===== src/hdl/rtbp_pkg.sv =====
`default_nettype none

package rtbp_pkg;

  // Kind of table entry on the input channel.
  typedef enum logic [1:0] {
    MODE_WRITE = 2'd0,
    MODE_WAIT  = 2'd1,
    MODE_END   = 2'd2
  } mode_e;

  // Kind of result on the output channel.
  typedef enum logic [1:0] {
    KIND_BYTE = 2'd0,
    KIND_WAIT = 2'd1,
    KIND_DONE = 2'd2
  } out_kind_e;

  // Configuration register indexes.
  typedef enum logic [2:0] {
    REG_OVR_COUNT = 3'd0,
    REG_OVR_0     = 3'd1,
    REG_OVR_1     = 3'd2,
    REG_OVR_2     = 3'd3,
    REG_OVR_3     = 3'd4
  } reg_idx_e;

  localparam int PAIR_REGS   = 4;
  localparam int QUEUE_DEPTH = 4;
  localparam int QPTR_W      = $clog2(QUEUE_DEPTH);

  // Command kinds passed from the front end to the packer.
  typedef enum logic [1:0] {
    CMD_WRITE = 2'd0,
    CMD_WAIT  = 2'd1,
    CMD_DONE  = 2'd2
  } cmd_kind_e;

  typedef struct packed {
    cmd_kind_e   kind;
    logic        flush_first;  // pending message goes out before this command
    logic        start_new;    // write opens a new message
    logic [15:0] addr;
    logic [7:0]  data;
    logic [15:0] wait_ms;
  } cmd_t;

  // Queue status seen by the front end and the packer.
  typedef struct packed {
    logic full;
    logic empty;
  } q_status_t;

  typedef enum logic [2:0] {
    ST_IDLE,
    ST_FLUSH,
    ST_WR_HI,
    ST_WR_LO,
    ST_WR_DATA,
    ST_EMIT
  } back_state_e;

endpackage

`default_nettype wire


===== src/hdl/rtbp_front.sv =====
`default_nettype none

module rtbp_front #(
  parameter int BURST_BYTES   = 64,
  parameter int MAX_OVERRIDES = 4
) (
  input  wire logic                clk_i,
  input  wire logic                rst_ni,
  input  wire logic                cfg_valid_i,
  output logic                     cfg_ready_o,
  input  wire logic [2:0]          cfg_index_i,
  input  wire logic [23:0]         cfg_data_i,
  input  wire logic                in_valid_i,
  output logic                     in_ready_o,
  input  wire logic [1:0]          mode_i,
  input  wire logic [15:0]         entry_addr_i,
  input  wire logic [15:0]         entry_val_i,
  input  wire rtbp_pkg::q_status_t q_status_i,
  output logic                     push_o,
  output rtbp_pkg::cmd_t           cmd_o
);
  import rtbp_pkg::*;

  localparam int CNT_W = $clog2(BURST_BYTES + 1);
  localparam int LIM   = (MAX_OVERRIDES < PAIR_REGS) ? MAX_OVERRIDES : PAIR_REGS;
  localparam logic [2:0] LIM3 = 3'(LIM);

  logic [2:0]       ovr_count_q;
  logic [23:0]      ovr_entry_q [PAIR_REGS];
  logic [CNT_W-1:0] fill_q, fill_d;
  logic [15:0]      prev_q, prev_d;

  logic [2:0]       lim_c;
  logic [7:0]       data_c;
  logic             accept;
  logic             break_c;
  logic [CNT_W-1:0] base_c;
  logic [CNT_W-1:0] new_fill_c;

  assign cfg_ready_o = 1'b1;
  assign in_ready_o  = !q_status_i.full;
  assign accept      = in_valid_i && in_ready_o;

  always_ff @(posedge clk_i or negedge rst_ni) begin
    if (!rst_ni) begin
      ovr_count_q <= '0;
      for (int i = 0; i < PAIR_REGS; i++) begin
        ovr_entry_q[i] <= '0;
      end
    end else if (cfg_valid_i) begin
      unique case (cfg_index_i)
        REG_OVR_COUNT: ovr_count_q    <= cfg_data_i[2:0];
        REG_OVR_0:     ovr_entry_q[0] <= cfg_data_i;
        REG_OVR_1:     ovr_entry_q[1] <= cfg_data_i;
        REG_OVR_2:     ovr_entry_q[2] <= cfg_data_i;
        REG_OVR_3:     ovr_entry_q[3] <= cfg_data_i;
        default: ;
      endcase
    end
  end

  // Override lookup: the lowest-numbered matching pair wins.
  always_comb begin
    lim_c  = (ovr_count_q > LIM3) ? LIM3 : ovr_count_q;
    data_c = entry_val_i[7:0];
    for (int i = PAIR_REGS - 1; i >= 0; i--) begin
      if ((3'(i) < lim_c) && (ovr_entry_q[i][23:8] == entry_addr_i)) begin
        data_c = ovr_entry_q[i][7:0];
      end
    end
  end

  // Classification against a mirror of the packer's fill level.
  always_comb begin
    break_c    = (fill_q != '0) &&
                 ((prev_q == 16'hFFFF) || (entry_addr_i != prev_q + 16'd1));
    base_c     = break_c ? '0 : fill_q;
    new_fill_c = (base_c == '0) ? CNT_W'(3) : base_c + CNT_W'(1);

    fill_d = fill_q;
    prev_d = prev_q;
    push_o = 1'b0;

    cmd_o.kind        = CMD_WRITE;
    cmd_o.flush_first = 1'b0;
    cmd_o.start_new   = 1'b0;
    cmd_o.addr        = entry_addr_i;
    cmd_o.data        = data_c;
    cmd_o.wait_ms     = entry_val_i;

    unique case (mode_i)
      MODE_WRITE: begin
        push_o            = accept;
        cmd_o.flush_first = break_c;
        cmd_o.start_new   = (base_c == '0);
        if (accept) begin
          prev_d = entry_addr_i;
          fill_d = (new_fill_c == CNT_W'(BURST_BYTES)) ? '0 : new_fill_c;
        end
      end
      MODE_WAIT, MODE_END: begin
        push_o            = accept;
        cmd_o.kind        = (mode_i == MODE_WAIT) ? CMD_WAIT : CMD_DONE;
        cmd_o.flush_first = (fill_q != '0);
        if (accept) begin
          fill_d = '0;
        end
      end
      default: ;  // unused entry kind is dropped
    endcase
  end

  always_ff @(posedge clk_i or negedge rst_ni) begin
    if (!rst_ni) begin
      fill_q <= '0;
      prev_q <= '0;
    end else begin
      fill_q <= fill_d;
      prev_q <= prev_d;
    end
  end

endmodule

`default_nettype wire


===== src/hdl/rtbp_fifo.sv =====
`default_nettype none

module rtbp_fifo (
  input  wire logic                clk_i,
  input  wire logic                rst_ni,
  input  wire logic                push_i,
  input  wire rtbp_pkg::cmd_t      cmd_i,
  input  wire logic                pop_i,
  output rtbp_pkg::cmd_t           cmd_o,
  output rtbp_pkg::q_status_t      status_o
);
  import rtbp_pkg::*;

  cmd_t              slot_q [QUEUE_DEPTH];
  logic [QPTR_W-1:0] wr_ptr_q, rd_ptr_q;
  logic [QPTR_W:0]   count_q;

  assign status_o.full  = (count_q == (QPTR_W + 1)'(QUEUE_DEPTH));
  assign status_o.empty = (count_q == '0);
  assign cmd_o          = slot_q[rd_ptr_q];

  always_ff @(posedge clk_i) begin
    if (push_i) begin
      slot_q[wr_ptr_q] <= cmd_i;
    end
  end

  always_ff @(posedge clk_i or negedge rst_ni) begin
    if (!rst_ni) begin
      wr_ptr_q <= '0;
      rd_ptr_q <= '0;
      count_q  <= '0;
    end else begin
      if (push_i) begin
        wr_ptr_q <= wr_ptr_q + QPTR_W'(1);
      end
      if (pop_i) begin
        rd_ptr_q <= rd_ptr_q + QPTR_W'(1);
      end
      if (push_i && !pop_i) begin
        count_q <= count_q + (QPTR_W + 1)'(1);
      end else if (pop_i && !push_i) begin
        count_q <= count_q - (QPTR_W + 1)'(1);
      end
    end
  end

endmodule

`default_nettype wire


===== src/hdl/rtbp_back.sv =====
`default_nettype none

module rtbp_back #(
  parameter int BURST_BYTES = 64
) (
  input  wire logic                clk_i,
  input  wire logic                rst_ni,
  input  wire rtbp_pkg::q_status_t q_status_i,
  input  wire rtbp_pkg::cmd_t      cmd_i,
  output logic                     pop_o,
  output logic                     out_valid_o,
  input  wire logic                out_ready_i,
  output logic [1:0]               out_kind_o,
  output logic [7:0]               out_byte_o,
  output logic [15:0]              wait_ms_o,
  output logic                     last_byte_o
);
  import rtbp_pkg::*;

  localparam int CNT_W = $clog2(BURST_BYTES + 1);
  localparam int IDX_W = $clog2(BURST_BYTES);

  back_state_e      state_q, state_d;
  cmd_t             cmd_q;
  logic             after_q, after_d;
  logic [CNT_W-1:0] fill_q, fill_d;
  logic [IDX_W-1:0] rd_idx_q, rd_idx_d;
  logic [7:0]       burst_mem_q [BURST_BYTES];

  logic             out_valid_q;
  logic [1:0]       out_kind_q;
  logic [7:0]       out_byte_q;
  logic [15:0]      wait_ms_q;
  logic             last_q;

  logic             slot_free;
  logic             wr_en;
  logic [7:0]       wr_byte;
  logic             ld_mem;
  logic             ld_evt;
  logic             rd_last;
  back_state_e      act_state;

  assign slot_free = !out_valid_q || out_ready_i;
  assign rd_last   = (CNT_W'(rd_idx_q) + CNT_W'(1)) == fill_q;

  // Where the command held in cmd_q goes once any earlier flush is done.
  always_comb begin
    unique case (cmd_q.kind)
      CMD_WRITE: act_state = cmd_q.start_new ? ST_WR_HI : ST_WR_DATA;
      default:   act_state = ST_EMIT;
    endcase
  end

  always_comb begin
    state_d  = state_q;
    after_d  = after_q;
    fill_d   = fill_q;
    rd_idx_d = rd_idx_q;
    pop_o    = 1'b0;
    wr_en    = 1'b0;
    wr_byte  = cmd_q.data;
    ld_mem   = 1'b0;
    ld_evt   = 1'b0;

    unique case (state_q)
      ST_IDLE: begin
        if (!q_status_i.empty) begin
          pop_o   = 1'b1;
          after_d = 1'b0;
          if (cmd_i.flush_first) begin
            state_d = ST_FLUSH;
          end else if (cmd_i.kind == CMD_WRITE) begin
            state_d = cmd_i.start_new ? ST_WR_HI : ST_WR_DATA;
          end else begin
            state_d = ST_EMIT;
          end
        end
      end
      ST_FLUSH: begin
        if (slot_free) begin
          ld_mem = 1'b1;
          if (rd_last) begin
            fill_d   = '0;
            rd_idx_d = '0;
            state_d  = after_q ? ST_IDLE : act_state;
          end else begin
            rd_idx_d = rd_idx_q + IDX_W'(1);
          end
        end
      end
      ST_WR_HI: begin
        wr_en   = 1'b1;
        wr_byte = cmd_q.addr[15:8];
        fill_d  = fill_q + CNT_W'(1);
        state_d = ST_WR_LO;
      end
      ST_WR_LO: begin
        wr_en   = 1'b1;
        wr_byte = cmd_q.addr[7:0];
        fill_d  = fill_q + CNT_W'(1);
        state_d = ST_WR_DATA;
      end
      ST_WR_DATA: begin
        wr_en  = 1'b1;
        fill_d = fill_q + CNT_W'(1);
        if (fill_d == CNT_W'(BURST_BYTES)) begin
          after_d = 1'b1;
          state_d = ST_FLUSH;
        end else begin
          state_d = ST_IDLE;
        end
      end
      ST_EMIT: begin
        if (slot_free) begin
          ld_evt  = 1'b1;
          state_d = ST_IDLE;
        end
      end
      default: state_d = ST_IDLE;
    endcase
  end

  always_ff @(posedge clk_i or negedge rst_ni) begin
    if (!rst_ni) begin
      state_q     <= ST_IDLE;
      after_q     <= 1'b0;
      fill_q      <= '0;
      rd_idx_q    <= '0;
      out_valid_q <= 1'b0;
    end else begin
      state_q  <= state_d;
      after_q  <= after_d;
      fill_q   <= fill_d;
      rd_idx_q <= rd_idx_d;
      if (ld_mem || ld_evt) begin
        out_valid_q <= 1'b1;
      end else if (out_ready_i) begin
        out_valid_q <= 1'b0;
      end
    end
  end

  always_ff @(posedge clk_i) begin
    if (pop_o) begin
      cmd_q <= cmd_i;
    end
  end

  always_ff @(posedge clk_i) begin
    if (wr_en) begin
      burst_mem_q[fill_q[IDX_W-1:0]] <= wr_byte;
    end
  end

  always_ff @(posedge clk_i) begin
    if (ld_mem) begin
      out_byte_q <= burst_mem_q[rd_idx_q];
      out_kind_q <= KIND_BYTE;
      wait_ms_q  <= '0;
      last_q     <= rd_last;
    end else if (ld_evt) begin
      out_byte_q <= '0;
      out_kind_q <= (cmd_q.kind == CMD_WAIT) ? KIND_WAIT : KIND_DONE;
      wait_ms_q  <= (cmd_q.kind == CMD_WAIT) ? cmd_q.wait_ms : 16'd0;
      last_q     <= 1'b0;
    end
  end

  assign out_valid_o = out_valid_q;
  assign out_kind_o  = out_kind_q;
  assign out_byte_o  = out_byte_q;
  assign wait_ms_o   = wait_ms_q;
  assign last_byte_o = last_q;

endmodule

`default_nettype wire


===== src/hdl/register_table_burst_packer_unit.sv =====
// Register-table burst packer.
// Table entries (write, wait or end) arrive on the in_* channel; results leave
// on the out_* channel as message bytes, wait requests or a finished marker.
// Configuration writes on the cfg_* channel set the override count (index 0)
// and the four override pairs (indexes 1 to 4); they are always taken.
// A front end accepts an item, applies overrides, decides whether the pending
// message must be flushed first, and pushes a command into a four-entry
// queue. It stalls only when that queue is full.
// The packer behind the queue takes a command in its idle state; it stores a
// write that opens a message through WR_HI, WR_LO and WR_DATA (address high
// byte, address low byte, data) and a continued write through WR_DATA alone.
// A flush sends one byte per cycle, while the receiver takes them, from the
// burst memory, whose single read port sets that rate. A wait or end result
// is loaded into the output register in the EMIT state.
// Results sit in an output register; when the receiver stalls, the packer
// holds its work and the queue fills, then the input stalls in turn.
// Reset empties the queue and the pending message and clears the overrides.
`default_nettype none

module register_table_burst_packer_unit #(
  parameter int BURST_BYTES   = 64,
  parameter int MAX_OVERRIDES = 4
) (
  input  wire logic        clk_i,
  input  wire logic        rst_ni,
  input  wire logic        cfg_valid_i,
  output logic             cfg_ready_o,
  input  wire logic [2:0]  cfg_index_i,
  input  wire logic [23:0] cfg_data_i,
  input  wire logic        in_valid_i,
  output logic             in_ready_o,
  input  wire logic [1:0]  mode_i,
  input  wire logic [15:0] entry_addr_i,
  input  wire logic [15:0] entry_val_i,
  output logic             out_valid_o,
  input  wire logic        out_ready_i,
  output logic [1:0]       out_kind_o,
  output logic [7:0]       out_byte_o,
  output logic [15:0]      wait_ms_o,
  output logic             last_byte_o
);
  import rtbp_pkg::*;

  q_status_t q_status;
  cmd_t      push_cmd;
  cmd_t      head_cmd;
  logic      push;
  logic      pop;

  // The front end owns the override registers and classifies each item.
  rtbp_front #(
    .BURST_BYTES  (BURST_BYTES),
    .MAX_OVERRIDES(MAX_OVERRIDES)
  ) u_front (
    .clk_i       (clk_i),
    .rst_ni      (rst_ni),
    .cfg_valid_i (cfg_valid_i),
    .cfg_ready_o (cfg_ready_o),
    .cfg_index_i (cfg_index_i),
    .cfg_data_i  (cfg_data_i),
    .in_valid_i  (in_valid_i),
    .in_ready_o  (in_ready_o),
    .mode_i      (mode_i),
    .entry_addr_i(entry_addr_i),
    .entry_val_i (entry_val_i),
    .q_status_i  (q_status),
    .push_o      (push),
    .cmd_o       (push_cmd)
  );

  // Command queue decoupling the front end from the packer.
  rtbp_fifo u_fifo (
    .clk_i   (clk_i),
    .rst_ni  (rst_ni),
    .push_i  (push),
    .cmd_i   (push_cmd),
    .pop_i   (pop),
    .cmd_o   (head_cmd),
    .status_o(q_status)
  );

  // The packer holds the burst memory and drives the result register.
  rtbp_back #(
    .BURST_BYTES(BURST_BYTES)
  ) u_back (
    .clk_i      (clk_i),
    .rst_ni     (rst_ni),
    .q_status_i (q_status),
    .cmd_i      (head_cmd),
    .pop_o      (pop),
    .out_valid_o(out_valid_o),
    .out_ready_i(out_ready_i),
    .out_kind_o (out_kind_o),
    .out_byte_o (out_byte_o),
    .wait_ms_o  (wait_ms_o),
    .last_byte_o(last_byte_o)
  );

endmodule

`default_nettype wire

===== config.mk =====
export PLATFORM = sky130hd
export DESIGN_NAME = register_table_burst_packer_unit
export DESIGN_NICKNAME = d
export VERILOG_FILES = /design/src/hdl/rtbp_pkg.sv /design/src/hdl/rtbp_front.sv /design/src/hdl/rtbp_fifo.sv /design/src/hdl/rtbp_back.sv /design/src/hdl/register_table_burst_packer_unit.sv
export SDC_FILE = /design/constraint.sdc
export NUM_CORES = 1
export LEC_CHECK = 0
export BUFFER_PORTS_ARGS = -buffer_cell sky130_fd_sc_hd__buf_2
export CORE_UTILIZATION = 34
export DETAILED_ROUTE_END_ITERATION = 6
export GPL_ROUTABILITY_DRIVEN = 0
export PLACE_DENSITY = 0.57
export SLEW_MARGIN = 40
export SYNTH_ARGS = -nofsm -noshare
export SYNTH_HDL_FRONTEND = slang
export SYNTH_SLANG_ARGS = --single-unit

===== constraint.sdc =====
create_clock -name clk_i -period 5.2 [get_ports clk_i]
set_clock_uncertainty 0.05 [all_clocks]
set_input_delay 0.52 -clock clk_i [delete_from_list [all_inputs] [get_ports clk_i]]
set_output_delay 0.52 -clock clk_i [all_outputs]
set_load 0.01 [all_outputs]

==> results of run 1 <==
-- through the flow --
step / utilization [%] / hold slack, ns
after floorplan: - / 0.174
after global placement: 36.4 / 0.382
after detailed placement: 36.5 / 0.384
after CTS: 39.4 / 0.00596
after global routing: 39.5 / 0.0227
final: 39.5 / 0.0511
-- state kept, by name, summed over array words and instances, names as in the netlist --
signal               flops
u_back.after_q           1
u_back.burst_mem_q     512
u_back.cmd_q            43
u_back.fill_q            7
u_back.last_byte_o       1
u_back.out_byte_o        8
u_back.out_kind_o        2
u_back.out_valid_o       1
u_back.rd_idx_q          6
u_back.state_q           3
u_back.wait_ms_o        16
u_fifo.count_q           3
u_fifo.rd_ptr_q          2
u_fifo.slot_q          176
u_fifo.wr_ptr_q          2
u_front.fill_q           7
u_front.ovr_count_q      3
u_front.ovr_entry_q     96
u_front.prev_q          16
-- layer usage --
| layer | vias to the layer above | GRT usage [%] | share of wire, % |
|---|---|---|---|
| met5 | - | 0 | 0.048 |
| met4 | 6 | 4.09 | 2.3 |
| met3 | 139 | 2.54 | 4.8 |
| met2 | 451 | 25.3 | 50 |
| met1 | 9536 | 19.9 | 43 |
| li1 | 7967 | - | - |
-- cell usage in the layout (no fill, tap or decap), types with 12 or more instances in the layout --
cell type and instances:
nand2_1 62, a22o_1 18, buf_2 93, mux2_2 131, nand4_1 12, buf_4 30, xor2_1 29, nand3_1 21
clkinv_1 19, mux4_2 212, nor3_1 15, clkbuf_16 98, clkinv_2 14, ha_1 14, nor2_2 38, clkbuf_1 29
dfxtp_1 18, edfxtp_1 740, o21ai_0 16, mux2i_1 19, o21ai_1 14, a21oi_1 17, nor2_1 64, inv_1 13
xnor2_1 69, dfrtp_1 142, nand2b_1 14
-- critical path: cells and delay by family (launching register included) --
| kind | cells | cell delay [ns] |
|---|---|---|
| mux | 1 | 0.16 |
| fa+ha+maj | 1 | 0.26 |
| simple gates | 9 | 2.32 |
| compound gates | 5 | 0.86 |
| flops | 1 | 0.48 |
-- layout make-up --
class                      instances  area, um2
fill                            9521      64800
sequential                       905      26300
multi-input combinational        906      10200
clock buffer                     132       2630
tap                             1403       1760
timing repair buffer             136        903
clock inverter                    47        430
inverter                          15       56.3
antenna                            1       2.50
-- worst paths after layout --
kind	from	endpoint	slack, ns	cells past startpoint
hold reg to reg	u_back.out_kind_o[0]	u_back.out_kind_o[0]	0.39	1
max in group asynchronous	rst_ni	u_front.ovr_entry_q[41]	3.69	4
setup reg to reg	u_front.prev_q[3]	u_front.fill_q[6]	0.94	16
hold / removal	entry_val_i[15]	u_fifo.slot_q[0][15]	0.05	1
setup / recovery	u_front.prev_q[3]	u_front.fill_q[6]	0.94	16
min in group asynchronous	rst_ni	u_front.ovr_entry_q[31]	0.30	2
-- where the power goes --
| group | internal [W] | leakage [nW] | switching, W |
|---|---|---|---|
| Sequential | 0.00907 | 8.62 | 0.000610 |
| Clock | 0.00385 | 1.49 | 0.00278 |
| Combinational | 0.00237 | 3.84 | 0.00279 |
| Total | 0.0153 | 14.0 | 0.00618 |
-- cells by family (layout without fill, tap and decap cells) --
kind of cell / Yosys count / in the layout / share of synthesized area (%)
other cells: 1 / 2 / 0.0102
fa+ha+maj: 15 / 15 / 0.532
compound gates: 115 / 115 / 2.17
buf+inv: 117 / 330 / 1.25
simple gates: 313 / 313 / 4.44
mux: 362 / 362 / 17.6
xor+xnor: 100 / 100 / 2.47
flops: 905 / 905 / 71.6
==> results.ini, run 1 <==
[layout]
finalNetCount = 2141
design_area_um2 = 42300
syn2layout_area_growth_pct = 15.2
drive_above_1_share_pct = 32.2
stdcell_count = 3545

[pwr]
p_per_area_nw_per_um2 = 508
vdd_ir_drop_max_mv = 0.302
p_leak_nw = 14.0
power_w = 0.0215

[die]
rows = 120
start_util_pct = 34.3
io_pins = 96
die_w_um = 330
dieArea_um2 = 109000
design.core.area_um2 = 107000
die_y_um = 330

[sta]
tightest_slew_ns = 0.838
setup_tns_ns = 0
achievable-frequency_ghz = 0.235
period_share_pct = 81.9
finalHoldViolCount = 0
setup_ws_ns = 0.939
relSlewSlack_pct = 43.9
finalCriticalPeriod_ns = 4.26
maxSlewViolCount = 0
finalSetupViolCount = 0
rsz0062_at_grt = false

[synth]
synth_largest_area_cell = edfxtp_1
synth_area_um2 = 36700
synthDistinctLibCells = 75
synth_area_leaders = edfxtp_1, mux4_2, dfrtp_1
netlist_instances = 1928
async_reset_ff_share_pct = 16.2
yosysWarnings = 0
syn-mean-instance-area_um2 = 19.0
yosysMostFrequentCell = edfxtp_1
synth_nets = 2009
synth-seq-area-share_pct = 71.6
synth-seq-cells = 905
synth-edff-count = 740
yosysTopAreaCellShare_pct = 60.6
ys.flop_type = edfxtp_1
ys_top_cells_by_count = edfxtp_1, mux4_2, dfrtp_1

[routing]
avgViaCountPerCell = 5.11
drtAntennaViolNets = 0
totalWireLength_mm = 80.9
vias = 18100
wl_per_cell_um = 22.8
drc = 0
drt_iter0_drc = 1430
dr.pass1.iters = 5

[grt]
overflow = 0
antenna_found_initial = 9
grt_max_degree = 65
grt_pass1_vias = 18900
grt_usage_pct = 15.0
grt_pass1_wl_mm = 123

[clock_tree]
holdBufCountCts = 2
clock_latency_ns = 0.65
cts_resized = 0
cts.reportedPaths.clkPinSlew_ns = 0.06
cts_buffer_depth = 3
root_buffer = clkbuf_16
cts_sinks = 905
cts_setup_buffers = 0
cts_buffers = 96
cts_max_level = 3
cts_tree = yes

[critical_path]
end_kind = flop
crit_required_ns = 5.67
crit_path_start_kind = flop
cp_slowest_cell = nor4_2
arrival_ns = 4.73
timing_worst_setup_path_type = reg -> reg
cp_max_fo = 9
max_stage_delay_ns = 0.59
path_cells = nand4_4, nor4_2, mux2i_1, o211ai_1, nand3_1, nor3b_1, and2_1, ha_1, nand3b_1, a21oi_1, a31oi_1, or4_1, nand2_1, nor2_1, o21ai_0, o31ai_2

[placed_design]
place_ws_ns = 0.943
dp_hpwl_mm = 52.2
placed_cell_area_um2 = 39100
place_inst = 3361
port_buffers = 94

[run]
cap_violations = 0

[min_path]
hp-class = in -> reg

[status]
status = finished, final reports clean

No activity file was read; power rests on OpenSTA's default activity.
==> run 2, diff against run 1 <==
==> constraint.sdc (replaced) <==
create_clock -name clk_i -period 4.2 [get_ports clk_i]
set_clock_uncertainty 0.05 [all_clocks]
set_input_delay 0.42 -clock clk_i [delete_from_list [all_inputs] [get_ports clk_i]]
set_output_delay 0.42 -clock clk_i [all_outputs]
set_load 0.01 [all_outputs]
==> run 2 against run 1 <==
Via count rose by 0.58%. Final cell count increased by 1.4%. Sequential power grew 23%. Hold slack better by 0.0082 ns. Critical path type unchanged. Critical endpoint unchanged. Largest power group unchanged. Highest routed layer unchanged.
==> results.ini, run 2 (synthesis results as in run 1) <==
[die]
dieArea_um2 = 109000  ; unchanged
io_pins = 96  ; unchanged
rows = 120  ; unchanged
design.core.area_um2 = 107000  ; unchanged
die_w_um = 330  ; unchanged
die_y_um = 330  ; unchanged
start_util_pct = 34.3  ; unchanged

[grt]
overflow = 0  ; unchanged
grt_usage_pct = 14.9  ; -0.062 points
grt_pass1_wl_mm = 122  ; -0.47%
antenna_found_initial = 5  ; -4
grt_max_degree = 89  ; +37%
grt_pass1_vias = 19300  ; +1.9%

[clock_tree]
cts_buffers = 95  ; -1.0%
cts.reportedPaths.clkPinSlew_ns = 0.06  ; about the same
cts_buffer_depth = 3  ; unchanged
root_buffer = clkbuf_16
cts_max_level = 3  ; unchanged
cts_sinks = 905  ; unchanged
cts_tree = yes
clock_latency_ns = 0.68  ; +0.03 ns

[placed_design]
port_buffers = 94  ; unchanged
place_inst = 3377  ; +0.48%
dp_hpwl_mm = 51.6  ; -1.2%
place_ws_ns = 0.0500  ; -0.893 ns

[routing]
wl_per_cell_um = 22.3  ; -2.2%
dr.pass1.iters = 7  ; +2
totalWireLength_mm = 80.2  ; -0.84%
drt_iter0_drc = 1240  ; -13%
drtAntennaViolNets = 0  ; unchanged
drc = 0  ; unchanged
vias = 18200  ; +0.58%
avgViaCountPerCell = 5.07  ; -0.79%

[layout]
mostFrequentLayoutCells = edfxtp_1, mux4_2, dfrtp_1
drive_above_1_share_pct = 32.4  ; +0.25 points
largest_reg_flops = 512  ; unchanged
syn2layout_area_growth_pct = 16.8
finalNetCount = 2194  ; +2.5%
stdcell_count = 3594  ; +1.4%
final_core_util_pct = 40.0  ; +0.53 points
final_common_cell = edfxtp_1

[pwr]
power_w = 0.0268  ; +25%
p_per_area_nw_per_um2 = 626  ; +23%
p_leak_nw = 14.2  ; +1.7%
vdd_ir_drop_max_mv = 0.315  ; +4.2%

[sta]
achievable-frequency_ghz = 0.251  ; +6.8%
setup_tns_ns = 0  ; unchanged
maxSlewViolCount = 0  ; unchanged
tightest_slew_ns = 0.838  ; -0.000186 ns
relSlewSlack_pct = 43.9  ; about the same
rsz0062_at_grt = false
finalCriticalPeriod_ns = 3.99  ; -0.271 ns
period_share_pct = 95.0  ; +13 points
finalSetupViolCount = 0  ; unchanged
finalHoldViolCount = 0  ; unchanged
setup_ws_ns = 0.210  ; -0.729 ns

[critical_path]
crit_path_start_kind = flop
crit_required_ns = 4.70  ; -0.97 ns
cp_slowest_cell = or4_1
max_stage_delay_ns = 0.51  ; -0.08 ns
timing_worst_setup_path_type = reg -> reg
crit_buf_inv = 1  ; +1
arrival_ns = 4.49  ; -0.24 ns
cpLargestDelayFamily = simple AND/OR/NAND/NOR gates
end_kind = flop
path_cells = ha_2, nand3_2, or3_4, or3_4, nand2_1, nand3_1, nor3b_2, buf_4, and2_1, ha_2, nand3b_1, a21oi_1, a31oi_1, or4_1, nand2_1, nor2_1, o21ai_0, o31ai_2
cp_max_fo = 7  ; -2

[run]
cap_violations = 0  ; unchanged

[status]
status = finished, final reports clean

[min_path]
hp-class = in -> reg

[run 2: cell count changes in the layout (fill, tap and decap cells not counted), sizes merged]
cell and delta:
dlygate4sd3 +39, clkbuf -19, buf +15, clkinvlp +7, bufinv +4, inv +2, diode +1
[run 2: routing by layer]
| metal | global-route usage [%] | vias up | routed length, um |
|---|---|---|---|
| met4 | 4.56 | 2 | 2100 |
| met1 | 20.0 | 9563 | 34700 |
| met3 | 2.53 | 139 | 3250 |
| met2 | 24.8 | 418 | 40200 |
| li1 | - | 8082 | - |
| met5 | 0 | - | 13 |
[run 2: through the flow]
| step | hold WS, ns | area, um2 |
|---|---|---|
| after detailed placement | 0.390 | 39200 |
| after global placement | 0.379 | 39100 |
| after floorplan | 0.0744 | 36700 |
| after CTS | 0.0257 | 42800 |
| after global routing | 0.0482 | 42800 |
| final | 0.0593 | 42800 |
[run 2: path summary, 6_finish.rpt]
| check | end | cells after the start | start | slack, ns |
|---|---|---|---|---|
| setup reg to reg | u_front.fill_q[6] | 18 | u_front.prev_q[1] | 0.21 |
| min in group asynchronous | u_front.ovr_entry_q[24] | 2 | rst_ni | 0.24 |
| hold reg to reg | u_back.wait_ms_o[4] | 1 | u_back.cmd_q[4] | 0.41 |
| max in group asynchronous | u_front.ovr_entry_q[41] | 3 | rst_ni | 2.96 |
| setup / recovery | u_front.fill_q[6] | 18 | u_front.prev_q[1] | 0.21 |
| hold / removal | u_fifo.slot_q[0][25] | 1 | entry_addr_i[1] | 0.06 |
[run 2: final cells by class]
| type | count | area [um2] |
|---|---|---|
| fill | 9522 | 64200 |
| sequential | 905 | 26300 |
| multi-input combinational | 906 | 10200 |
| clock buffer | 113 | 2470 |
| tap | 1403 | 1760 |
| timing repair buffer | 190 | 1370 |
| clock inverter | 60 | 691 |
| inverter | 15 | 57.6 |
| antenna | 2 | 5.00 |
[run 2: report_power, final]
group | internal [W] | total [W] | switching (W) | leakage (nW)
clock | 0.00487 | 0.00845 | 0.00358 | 1.51
combinational | 0.00297 | 0.00646 | 0.00349 | 4.06
sequential | 0.0112 | 0.0119 | 0.000697 | 8.62
total | 0.0191 | 0.0268 | 0.00777 | 14.2
[run 2: timing repair]
item,in CTS,in global routing
endpoints found under the setup margin,0,1
setup buffers,0,0
resized for setup,0,5
hold buffers,41,0
hold endpoints to repair,246,0
